[src/rtl/lls_pkg.sv]
// Shared constants and types of the light level hysteresis scaler.
package lls_pkg;

  localparam int LEVEL_BITS = 8;
  localparam logic [LEVEL_BITS-1:0] LEVEL_MAX = 8'd255;
  localparam logic [LEVEL_BITS-1:0] LEVEL_EQUAL = 8'd50;
  localparam logic [LEVEL_BITS-1:0] LEVEL_MIN = 8'd0;

  localparam int CFG_INDEX_BITS = 3;

  typedef enum logic [CFG_INDEX_BITS-1:0] {
    CFG_INVERT_SAMPLE = 3'd0,
    CFG_AUTO_SCALE    = 3'd1,
    CFG_HYSTERESIS    = 3'd2,
    CFG_FIXED_LOW     = 3'd3,
    CFG_FIXED_HIGH    = 3'd4,
    CFG_CLAMP_LOW     = 3'd5,
    CFG_CLAMP_HIGH    = 3'd6
  } cfg_index_t;

endpackage

[src/rtl/lls_div.sv]
// Bit-serial restoring divider producing an 8-bit quotient, one bit per cycle.
module lls_div #(
  parameter int SAMPLE_BITS = 10
) (
  input  logic                               clk,
  input  logic                               rst,
  input  logic                               start,
  input  logic [SAMPLE_BITS-1:0]             num_high,
  input  logic [lls_pkg::LEVEL_BITS-1:0]     num_low,
  input  logic [SAMPLE_BITS-1:0]             den,
  output logic                               done,
  output logic [lls_pkg::LEVEL_BITS-1:0]     quot
);
  import lls_pkg::*;

  localparam int CNT_W = $clog2(LEVEL_BITS);

  logic                  busy;
  logic [CNT_W-1:0]      cnt;
  logic [SAMPLE_BITS-1:0] rem;
  logic [SAMPLE_BITS-1:0] den_r;
  logic [LEVEL_BITS-1:0] low_bits;
  logic [SAMPLE_BITS:0]  trial;
  logic [SAMPLE_BITS:0]  diff;
  logic                  ge;
  logic [SAMPLE_BITS-1:0] rem_next;

  // The top part of the numerator is always below the divisor, since the quotient fits 8 bits.
  assign trial    = {rem, low_bits[LEVEL_BITS-1]};
  assign ge       = trial >= {1'b0, den_r};
  assign diff     = trial - {1'b0, den_r};
  assign rem_next = ge ? diff[SAMPLE_BITS-1:0] : trial[SAMPLE_BITS-1:0];

  always_ff @(posedge clk) begin
    if (rst) begin
      busy <= 1'b0;
      done <= 1'b0;
      cnt  <= '0;
    end else begin
      done <= busy && (cnt == '0);
      if (start) begin
        busy <= 1'b1;
        cnt  <= CNT_W'(LEVEL_BITS - 1);
      end else if (busy) begin
        cnt <= cnt - 1'b1;
        if (cnt == '0) begin
          busy <= 1'b0;
        end
      end
    end
  end

  always_ff @(posedge clk) begin
    if (start) begin
      rem      <= num_high;
      low_bits <= num_low;
      den_r    <= den;
    end else if (busy) begin
      rem      <= rem_next;
      low_bits <= {low_bits[LEVEL_BITS-2:0], 1'b0};
      quot     <= {quot[LEVEL_BITS-2:0], ge};
    end
  end

endmodule

[src/rtl/light_level_hysteresis_scaler_top.sv]
// Top level of the light level hysteresis scaler: acceptance test, range tracking and output.
// A rejected sample, or an accepted one whose range limits are equal or reversed, passes from the
// evaluation state straight to the output state; the next sample is taken once the result is out.
// A sample that needs the linear map passes through the division state in between, where the
// 8 steps of the bit-serial divider run before the output state and before the next sample.
// Synchronous reset restores the register defaults, the tracking state and a held level of 0.
module light_level_hysteresis_scaler_top #(
  parameter int SAMPLE_BITS = 10
) (
  input  logic                                clk,
  input  logic                                rst,
  input  logic                                cfg_write,
  input  logic [lls_pkg::CFG_INDEX_BITS-1:0]  cfg_index,
  input  logic [SAMPLE_BITS-1:0]              cfg_data,
  input  logic                                in_valid,
  output logic                                in_stall,
  input  logic [SAMPLE_BITS-1:0]              sample,
  output logic                                out_valid,
  input  logic                                out_stall,
  output logic [lls_pkg::LEVEL_BITS-1:0]      level,
  output logic                                accepted
);
  import lls_pkg::*;

  typedef enum logic [3:0] {
    S_IDLE = 4'b0001,
    S_EVAL = 4'b0010,
    S_DIV  = 4'b0100,
    S_DONE = 4'b1000
  } state_t;

  localparam logic [SAMPLE_BITS-1:0] SAMPLE_ONE = SAMPLE_BITS'(1);

  state_t state;
  state_t state_next;

  logic                   invert_sample;
  logic                   auto_scale;
  logic [SAMPLE_BITS-1:0] hysteresis;
  logic [SAMPLE_BITS-1:0] fixed_low;
  logic [SAMPLE_BITS-1:0] fixed_high;
  logic [LEVEL_BITS-1:0]  clamp_low;
  logic [LEVEL_BITS-1:0]  clamp_high;

  logic [SAMPLE_BITS-1:0] last_accepted;
  logic [SAMPLE_BITS-1:0] seen_min;
  logic [SAMPLE_BITS-1:0] seen_max;

  logic [SAMPLE_BITS-1:0] held_sample;
  logic [LEVEL_BITS-1:0]  pre_level;
  logic                   take_r;

  logic [SAMPLE_BITS-1:0]   raw;
  logic signed [SAMPLE_BITS:0] delta;
  logic signed [SAMPLE_BITS:0] neg_delta;
  logic signed [SAMPLE_BITS:0] hyst_ext;
  logic                     take;
  logic [SAMPLE_BITS-1:0]   min_next;
  logic [SAMPLE_BITS-1:0]   max_next;
  logic [SAMPLE_BITS-1:0]   lo;
  logic [SAMPLE_BITS-1:0]   hi;
  logic [SAMPLE_BITS-1:0]   val;
  logic [SAMPLE_BITS-1:0]   span;
  logic [SAMPLE_BITS+LEVEL_BITS-1:0] numer;
  logic [LEVEL_BITS-1:0]    direct_level;
  logic                     use_div;
  logic [LEVEL_BITS-1:0]    clamped;
  logic                     out_free;
  logic                     div_done;
  logic [LEVEL_BITS-1:0]    div_quot;

  assign in_stall = (state != S_IDLE);
  assign out_free = !out_valid || !out_stall;

  // Acceptance test, range selection and the direct level or divider operands for the latched sample.
  always_comb begin
    raw       = invert_sample ? ~held_sample : held_sample;
    delta     = $signed({1'b0, raw}) - $signed({1'b0, last_accepted});
    neg_delta = -delta;
    hyst_ext  = $signed({1'b0, hysteresis});
    take      = (raw != last_accepted) &&
                ((raw == '0) || (raw == '1) || (delta > hyst_ext) || (neg_delta > hyst_ext));
    min_next  = (raw < seen_min) ? raw : seen_min;
    max_next  = (raw > seen_max) ? raw : seen_max;
    if (auto_scale) begin
      lo  = min_next;
      hi  = max_next;
      val = raw;
    end else begin
      lo = fixed_low;
      hi = fixed_high;
      if (raw < fixed_low) begin
        val = fixed_low;
      end else if (raw > fixed_high) begin
        val = fixed_high;
      end else begin
        val = raw;
      end
    end
    span  = hi - lo;
    numer = {val - lo, {LEVEL_BITS{1'b0}}} - {{LEVEL_BITS{1'b0}}, val - lo};
    if (lo == hi) begin
      direct_level = LEVEL_EQUAL;
      use_div      = 1'b0;
    end else if (lo > hi) begin
      direct_level = (val == lo) ? LEVEL_MIN : LEVEL_MAX;
      use_div      = 1'b0;
    end else begin
      direct_level = LEVEL_MIN;
      use_div      = 1'b1;
    end
  end

  always_comb begin
    if (pre_level < clamp_low) begin
      clamped = clamp_low;
    end else if (pre_level > clamp_high) begin
      clamped = clamp_high;
    end else begin
      clamped = pre_level;
    end
  end

  always_comb begin
    state_next = state;
    unique case (state)
      S_IDLE: begin
        if (in_valid) begin
          state_next = S_EVAL;
        end
      end
      S_EVAL: begin
        state_next = (take && use_div) ? S_DIV : S_DONE;
      end
      S_DIV: begin
        if (div_done) begin
          state_next = S_DONE;
        end
      end
      S_DONE: begin
        if (out_free) begin
          state_next = S_IDLE;
        end
      end
      default: state_next = S_IDLE;
    endcase
  end

  lls_div #(
    .SAMPLE_BITS(SAMPLE_BITS)
  ) u_div (
    .clk      (clk),
    .rst      (rst),
    .start    ((state == S_EVAL) && take && use_div),
    .num_high (numer[SAMPLE_BITS+LEVEL_BITS-1:LEVEL_BITS]),
    .num_low  (numer[LEVEL_BITS-1:0]),
    .den      (span),
    .done     (div_done),
    .quot     (div_quot)
  );

  always_ff @(posedge clk) begin
    if (rst) begin
      invert_sample <= 1'b0;
      auto_scale    <= 1'b1;
      hysteresis    <= SAMPLE_BITS'(40);
      fixed_low     <= '0;
      fixed_high    <= '1;
      clamp_low     <= LEVEL_MIN;
      clamp_high    <= LEVEL_MAX;
    end else if (cfg_write) begin
      unique case (cfg_index_t'(cfg_index))
        CFG_INVERT_SAMPLE: invert_sample <= cfg_data[0];
        CFG_AUTO_SCALE:    auto_scale    <= cfg_data[0];
        CFG_HYSTERESIS:    hysteresis    <= cfg_data;
        CFG_FIXED_LOW:     fixed_low     <= cfg_data;
        CFG_FIXED_HIGH:    fixed_high    <= cfg_data;
        CFG_CLAMP_LOW:     clamp_low     <= cfg_data[LEVEL_BITS-1:0];
        CFG_CLAMP_HIGH:    clamp_high    <= cfg_data[LEVEL_BITS-1:0];
        default: ;
      endcase
    end
  end

  always_ff @(posedge clk) begin
    if (rst) begin
      state         <= S_IDLE;
      last_accepted <= SAMPLE_ONE;
      seen_min      <= '1;
      seen_max      <= '0;
      level         <= LEVEL_MIN;
      accepted      <= 1'b0;
      out_valid     <= 1'b0;
      take_r        <= 1'b0;
    end else begin
      state <= state_next;
      if (state == S_EVAL) begin
        take_r <= take;
        if (take) begin
          last_accepted <= raw;
          if (auto_scale) begin
            seen_min <= min_next;
            seen_max <= max_next;
          end
        end
      end
      if ((state == S_DONE) && out_free) begin
        out_valid <= 1'b1;
        accepted  <= take_r;
        if (take_r) begin
          level <= clamped;
        end
      end else if (out_valid && !out_stall) begin
        out_valid <= 1'b0;
      end
    end
  end

  always_ff @(posedge clk) begin
    if ((state == S_IDLE) && in_valid) begin
      held_sample <= sample;
    end
    if (state == S_EVAL) begin
      pre_level <= direct_level;
    end else if ((state == S_DIV) && div_done) begin
      pre_level <= div_quot;
    end
  end

`ifndef SYNTHESIS
  a_div_done_in_div: assert property (@(posedge clk) disable iff (rst)
    div_done |-> (state == S_DIV))
    else $error("divider finished outside the division state");

  a_reject_holds_level: assert property (@(posedge clk) disable iff (rst)
    ((state == S_DONE) && out_free && !take_r) |=> (level == $past(level)))
    else $error("rejected sample changed the held level");

  a_level_in_clamp: assert property (@(posedge clk) disable iff (rst)
    (out_valid && accepted && (clamp_low <= clamp_high)) |->
      ((level >= clamp_low) && (level <= clamp_high)))
    else $error("accepted level outside the output limits");

  a_eval_follows_transfer: assert property (@(posedge clk) disable iff (rst)
    (state == S_EVAL) |-> $past(in_valid && !in_stall))
    else $error("evaluation without an input transfer");
`endif

endmodule

[config.mk]
export PLATFORM = sky130hd
export DESIGN_NAME = light_level_hysteresis_scaler_top
export DESIGN_NICKNAME = d
export VERILOG_FILES = /design/src/rtl/lls_pkg.sv /design/src/rtl/lls_div.sv /design/src/rtl/light_level_hysteresis_scaler_top.sv
export SDC_FILE = /design/constraint.sdc
export NUM_CORES = 1
export LEC_CHECK = 0
export ABC_CLOCK_PERIOD_IN_PS = 7900
export BUFFER_PORTS_ARGS = -buffer_cell sky130_fd_sc_hd__buf_2
export CAP_MARGIN = 40
export CORE_MARGIN = 4
export CORE_UTILIZATION = 50
export DETAILED_ROUTE_END_ITERATION = 6
export PLACE_DENSITY = 0.67
export RECOVER_POWER = 100
export REMOVE_ABC_BUFFERS = 1
export SLEW_MARGIN = 10
export SYNTH_ARGS = -nofsm -noshare
export SYNTH_HDL_FRONTEND = slang
export SYNTH_SLANG_ARGS = --single-unit
export TNS_END_PERCENT = 10
[constraint.sdc]
create_clock -name clk -period 7.9 [get_ports clk]
set_input_delay 0.395 -clock clk [delete_from_list [all_inputs] [get_ports clk]]
set_output_delay 0.395 -clock clk [all_outputs]
set_load 0.03 [all_outputs]
==> metrics.md, run 1 <==
| Metric | Value |
|---|---|
| Status | finished with violations |
| Violated checks | max-capacitance violations, max-slew violations |
| Synth cell types | 80 |
| Clock Skew | 0.0159 ns |
| Worst-Skew Late Latency | between 0.4 and 0.5 ns |
| Fin. Hold Viols | 0 |
| Setup_tns | 0 ns |
| WS Path Type | reg2reg |
| Most frequent cells in the layout | nand2_1, inv_1, ha_1, nor2_1, dfxtp_1 |
| Layout cells sized above 1 | 0.0836 |
| Worst path bufs/invs | 2 |
| Clock Sinks | 152 |
| Fin nets | 1440 |
| Crit path max-delay family | compound AO/OA/AOI/OAI gates |
| Worst EP arrival | 7.50 ns |
| Total global routing overflow | 0 |
| Async SR Flop Fraction | 0 |
| Register bit total from synthesis | ~150 |
| Leakage | 0.00514 µW |
| Die width | 156 µm |
| Largest net degree at the start of global routing | 76 |
| Final-report setup violation count | 0 |
| DIE HEIGHT | 156 µm |
| Max cap viols | 2 |
| Sequential area share after synthesis | 0.328 |
| Routed Antenna Nets | 0 |
| First-pass GRT wire length | 44500 µm |
| Initial antenna violation count | 0 |
| RSZ-0062 raised after global routing | false |
| Inserted Clock Buffers | 17 |
| Remaining DRCs | 0 |
| CP required | 8.05 ns |
| Min-delay worst type | in2reg |
| Setup crit end kind | flip-flop |
| Mapped cell area | between 0.01 and 0.015 mm² |
| Max clock buf depth | 2 |
| Main area contributors after synthesis | dfxtp_1, edfxtp_1, ha_1, mux2i_1, nand2_1 |
| Final Max Tran Viols | roughly 110 |
| Crit-path max cell delay | approximately 0.67 ns |
| Die Area | 0.0243 mm² |
| Largest fanout on the critical path | 16 |
| # diodes | 0 |
| Pwr/cell area | 213 mW/mm² |
| Vias in the first global route | 8571 |
| Warnings, synthesis | 0 |
| Peak VDD IR | 132 µV |
| Reg area | around 0.0036 mm² |
| I/O Pins | 39 |
| Starting Density | 0.515 |
| Finished Layout Cells | 1579 |
| Final WL | 28200 µm |
| Layout Area Growth over Synthesis | 9.74% |
| Vias | 9058 |
| FMAX | 0.136 GHz |
| Core Box Area | approximately 0.021 mm² |
| Multi-input logic area | 0.00665 mm² |
| Port bufs | 38 |
| Most frequent CP cell | a21oi_1 |
| Post-DR vias/cell | 5.74 |
| DRT iter0 DRCs | 683 |
| CTS clk-pin slew, worst paths | 0.08 ns |
| Fillers | 1978 |
| Setup crit start kind | flip-flop |
| Final WS setup | 0.551 ns |
| Synth Flop Type | dfxtp_1 |
| Commonest non-fill, non-tap cell in the layout | nand2_1 |
| Number of synthesized flops with an enable pin | 54 |
| Initial DRT Pass Iterations | 5 |
| Synth area leader | dfxtp_1 |
| Placed insts | 1547 |
| H-tree levels | 4 |
| Placer Congestion | 1.00 |
| Min cycle time layout | 7.35 ns |
| Number of setup buffers added after CTS | 0 |
| CTS tree | yes |
| FP Rows | 53 |
| DPL Wire Length | between 20000 and 25000 µm |
| WL per Instance | 17.9 µm |
| Total Power | 2560 µW |
| Pre-CTS setup slack | ~0.66 ns |
| Syn avg cell area | 8.66 µm² |
| Relative slew slack | -1.19 |
| Global Route Usage Sum | 0.232 |
| Cells after Synth | 1261 |
| Post-route clock period utilization | 0.930 |
| Clock Tree Root | clkbuf_16 |
| Worst Tran Pin Value | about 3.3 ns |
| Share of the synthesized area in the top cell type | 0.180 |
| CP max stage cell | xnor2_1 |
## power by group
group	switching (µW)	total [µW]	internal (µW)
combinational	503	830	327
sequential	20.1	863	843
clock	403	862	459
## logic make-up (layout without fill, tap and decap cells)
group | count (synthesis) | after routing | synth area share
simple gates | 394 | 394 | 0.174
compound gates | 303 | 303 | 0.191
buf+inv | 176 | 219 | 0.0619
flops | 152 | 152 | 0.328
fa+ha+maj | 121 | 121 | 0.141
mux | 67 | 67 | 0.0630
xor+xnor | 48 | 48 | 0.0398
## final cells by class
class	count	share of cell area
multi-input combinational	933	0.555
sequential	152	0.299
inverter	133	0.0417
clock buffer	17	0.0355
tap	275	0.0287
timing repair buffer	54	0.0235
clock inverter	15	0.0169
## layer usage
metal	wire length, µm	global-route usage
met1	13100	0.307
met4	574	0.0704
met2	13100	0.380
met3	1470	0.0516
met5	0	0
## registers in the layout, indices dropped and copies added (netlist names), 3 cells and up
name and flops:
hysteresis 10, u_div.quot 8, fixed_low 10, level 8, seen_min 10, u_div.den_r 10, fixed_high 10, state 4
last_accepted 10, clamp_high 8, held_sample 10, pre_level 8, seen_max 10, clamp_low 8, u_div.cnt 3, u_div.rem 10
u_div.low_bits 8
## synthesized netlist by cell type (all sizes together), types with 3 or more instances
master and n:
ha 117, a221oi 3, nor4 4, fa 4, o22ai 15, and2 8
and3 7, or3 4, nand3 24, a21boi 9, nor2b 22, a21o 16
xor2 16, a311o 3, o31ai 5, nor3b 4, nor4b 5, a22oi 9
o21a 15, inv 133, nor2 106, a211o 14, nor3 14, xnor2 31
nand2 136, a211oi 27, or2 6, nand3b 9, a311oi 13, o211ai 14
buf 10, clkbuf 33, mux2 11, a21oi 96, o21ai 35, nand4 17
nand2b 17, mux2i 56, edfxtp 54, dfxtp 98, a31oi 5
## stage by stage
step / utilization / instance area [µm²] / hold WS [ns]
final: 0.565 / 12000 / 0.123
after detailed placement: 0.538 / 11400 / 0.433
after global routing: 0.565 / 12000 / 0.107
after floorplan: - / 10700 / 0.426
after global placement: 0.537 / 11400 / 0.434
after CTS: 0.568 / 12000 / 0.110
## timing repair
item                                   in CTS  in global routing
endpoints found under the hold margin       0                  0
gates resized for setup                     0                  3
setup endpoints to repair                   0                  3
hold buffers                                0                  0
## worst register-to-register path, stage by stage (launching register included)
cell      delay (ns)
dfxtp_2         0.45
xnor2_1         0.67
inv_1           0.39
ha_1            0.40
a211o_1         0.30
a21oi_1         0.15
o221ai_1        0.13
a21oi_1         0.38
nand2_1         0.10
o211ai_1        0.10
a21boi_0        0.46
ha_1            0.33
nor2b_1         0.13
o21a_1          0.17
o31ai_1         0.37
a21oi_1         0.16
nand2b_1        0.16
a31oi_1         0.21
xnor3_1         0.38
ha_1            0.38
a21oi_1         0.21
nand2_1         0.11
nor2_1          0.30
inv_1           0.11
nor2_1          0.16
mux2i_1         0.24
mux2i_1         0.10
## worst paths after layout
kind | endpoint | slack [ns] | depth (start not counted) | from
worst min-delay path | held_sample[9]$_DFFE_PP_ | 0.12 | 1 | sample[9]
worst min register to register | level[5]$_SDFFE_PP0P_ | 0.45 | 2 | level[5]$_SDFFE_PP0P_
worst max register to register | u_div.rem[7]$_DFFE_PP_ | 0.55 | 26 | invert_sample$_SDFFE_PP0P_
worst max-delay path | u_div.rem[7]$_DFFE_PP_ | 0.55 | 26 | invert_sample$_SDFFE_PP0P_
Note: power is estimated with default switching activity, not from simulation.
==> run 2: changes to the inputs <==
REMOVE_ABC_BUFFERS = default   (was 1)
==> run 2 against run 1 <==
Critical path depth is 1 lower. Sequential power hardly changed. Clock power is 5.8% lower. Wire length is 2.3% higher. Sequential share of layout area is 0.10 points higher. The flow still finishes with violations (max-capacitance violations, max-slew violations). Cell area is 0.38% lower. Via count is 1.6% higher. Total power is 1.9% lower. Combinational power hardly changed. Global-route usage is 0.97 points higher. Largest cell class unchanged. Largest power group unchanged. Worst hold slack better by 0.0015 ns.
==> metrics.md, run 2 (synthesis gave the netlist of run 1 again) <==
| Metric | Value |
|---|---|
| Status | finished with violations |
| Violated checks | max-capacitance violations, max-slew violations |
| Most frequent cells in the layout | nand2_1, inv_1, ha_1, nor2_1, dfxtp_1 |
| PostCTS Resize Cnt | 0 (unchanged) |
| CP required | 8.05 ns (about the same) |
| Worst-Skew Late Latency | 0.44 ns (about the same) |
| Routed Antenna Nets | 0 (unchanged) |
| Pwr/cell area | 210 mW/mm² (-1.6%) |
| Layout Area Growth over Synthesis | 9.33% |
| Relative slew slack | -1.27 (-0.0731) |
| Starting Density | 0.515 (unchanged) |
| Inserted Clock Buffers | 17 (unchanged) |
| # diodes | 0 (unchanged) |
| Total global routing overflow | 0 (unchanged) |
| Placed insts | 1548 (+0.065%) |
| Fin. Hold Viols | 0 (unchanged) |
| RSZ-0062 raised after global routing | false |
| DIE HEIGHT | 156 µm (unchanged) |
| CTS clk-pin slew, worst paths | 0.07 ns (about the same) |
| Remaining DRCs | 0 (unchanged) |
| Number of setup buffers added after CTS | 0 (unchanged) |
| Hold_buf cts | 0 (unchanged) |
| DPL Wire Length | 22300 µm (+3.9%) |
| Final WL | 28900 µm (+2.3%) |
| I/O Pins | 39 (unchanged) |
| WS Path Type | reg2reg |
| Die Area | 0.0243 mm² (unchanged) |
| H-tree levels | 4 (unchanged) |
| Post-route clock period utilization | 0.927 (-0.00285) |
| Peak VDD IR | 119 µV (-9.8%) |
| Setup crit start kind | flip-flop |
| Vias in the first global route | 8661 (+1.1%) |
| Placer Congestion | 0.902 (-10%) |
| Core Box Area | 0.0212 mm² (unchanged) |
| Initial antenna violation count | 0 (unchanged) |
| WL per Instance | 18.3 µm (+2.2%) |
| Final instance area | 0.0119 mm² (-0.38%) |
| Port bufs | 38 (unchanged) |
| Clock Tree Root | clkbuf_16 |
| Initial DRT Pass Iterations | 6 (+1) |
| FP Rows | 53 (unchanged) |
| DRT iter0 DRCs | 886 (+30%) |
| Post-DR vias/cell | 5.83 (+1.5%) |
| Min cycle time layout | 7.33 ns (-0.0225 ns) |
| Max clock buf depth | 2 (unchanged) |
| Final-report setup violation count | 0 (unchanged) |
| Fin nets | 1441 (+0.069%) |
| Setup_tns | 0 ns (unchanged) |
| Finished Layout Cells | 1580 (+0.063%) |
| Clock Skew | 0.0190 ns (+0.00315 ns) |
| Max cap viols | 2 (unchanged) |
| Min-delay worst type | in2reg |
| Worst Tran Pin Value | 3.40 ns (+0.110 ns) |
| Setup crit end kind | flip-flop |
| Leakage | 0.00512 µW (-0.31%) |
| Commonest non-fill, non-tap cell in the layout | nand2_1 |
| Post-Synthesis Net Count | 1410 |
| Final Max Tran Viols | 111 (unchanged) |
| Global Route Usage Sum | 0.242 (+0.00971) |
| Total Power | 2510 µW (-1.9%) |
| Largest net degree at the start of global routing | 78 (+2.6%) |
| First-pass GRT wire length | 46600 µm (+4.6%) |
| Worst EP arrival | 7.48 ns (-0.02 ns) |
| Die width | 156 µm (unchanged) |
| Vias | 9204 (+1.6%) |
| Largest fanout on the critical path | 9 (-7) |
| CTS tree | yes |
| Layout cells sized above 1 | 0.0835 (about the same) |
| FMAX | 0.136 GHz (+0.31%) |
| Placed Area | 0.0114 mm² (about the same) |
| Clock Sinks | 152 (unchanged) |
==> run 2: cell count changes in the layout (fill, tap and decap cells not counted), moves of 2 or more <==
cell,previous run,this run
buf_4,10,12
clkinv_8,6,2
inv_6,5,3
inv_8,2,6
==> run 2: stage by stage <==
stage / worst slack, ns / utilization / hold WS [ns]
5_1_grt: 0.0871 / 0.563 / 0.120
3_3_place_gp: 0.926 / 0.537 / 0.432
6_report: 0.574 / 0.563 / 0.124
4_1_cts: 0.725 / 0.566 / 0.118
3_5_place_dp: 0.775 / 0.538 / 0.435
2_1_floorplan: 1.38 / - / 0.426
==> run 2: layer usage <==
| layer | track usage | routed length (µm) | vias to the layer above |
|---|---|---|---|
| met5 | 0 | 0 | - |
| met4 | 0.0692 | 655 | 0 |
| met3 | 0.0369 | 1730 | 50 |
| met2 | 0.374 | 12900 | 286 |
| met1 | 0.350 | 13600 | 4293 |
| li1 | - | - | 4575 |
==> run 2: area by class of cell <==
class                      instances  area [µm²]
clock buffer                      18         439
sequential                       152        3580
multi-input combinational        933        6630
timing repair buffer              55         292
fill                            1981        9280
inverter                         133         499
tap                              275         344
clock inverter                    14         149
==> run 2: worst paths after layout <==
kind                                    from                        to  slack, ns  depth (start not counted)
setup / recovery  invert_sample$_SDFFE_PP0P_    u_div.rem[8]$_DFFE_PP_       0.57                         25
hold / removal                     sample[0]  held_sample[0]$_DFFE_PP_       0.12                          1
setup reg to reg  invert_sample$_SDFFE_PP0P_    u_div.rem[8]$_DFFE_PP_       0.57                         25
hold reg to reg        level[3]$_SDFFE_PP0P_     level[3]$_SDFFE_PP0P_       0.45                          2
==> run 2: worst max-delay path, stage by stage, from the launching register on <==
cell	delay [ns]
dfxtp_1	0.43
xnor2_1	0.67
inv_1	0.31
ha_1	0.28
or3b_2	0.46
o22ai_1	0.14
o221ai_1	0.17
a21oi_1	0.60
nand2_1	0.11
o211ai_1	0.11
a21boi_0	0.37
ha_1	0.31
nor2b_1	0.13
o21a_1	0.18
o31ai_1	0.35
a21oi_1	0.16
nand2b_1	0.17
a31oi_1	0.22
xnor3_1	0.38
ha_1	0.37
a21oi_1	0.19
nand2_1	0.10
nor2_1	0.30
a31oi_1	0.14
nor4bb_1	0.32
a31oi_1	0.07
==> run 2: report_power, final <==
part | internal [µW] | total, µW | switching, µW
registers | 843 | 862 | 19.3
logic | 327 | 832 | 505
clock network | 432 | 812 | 380
total | 1600 | 2510 | 905
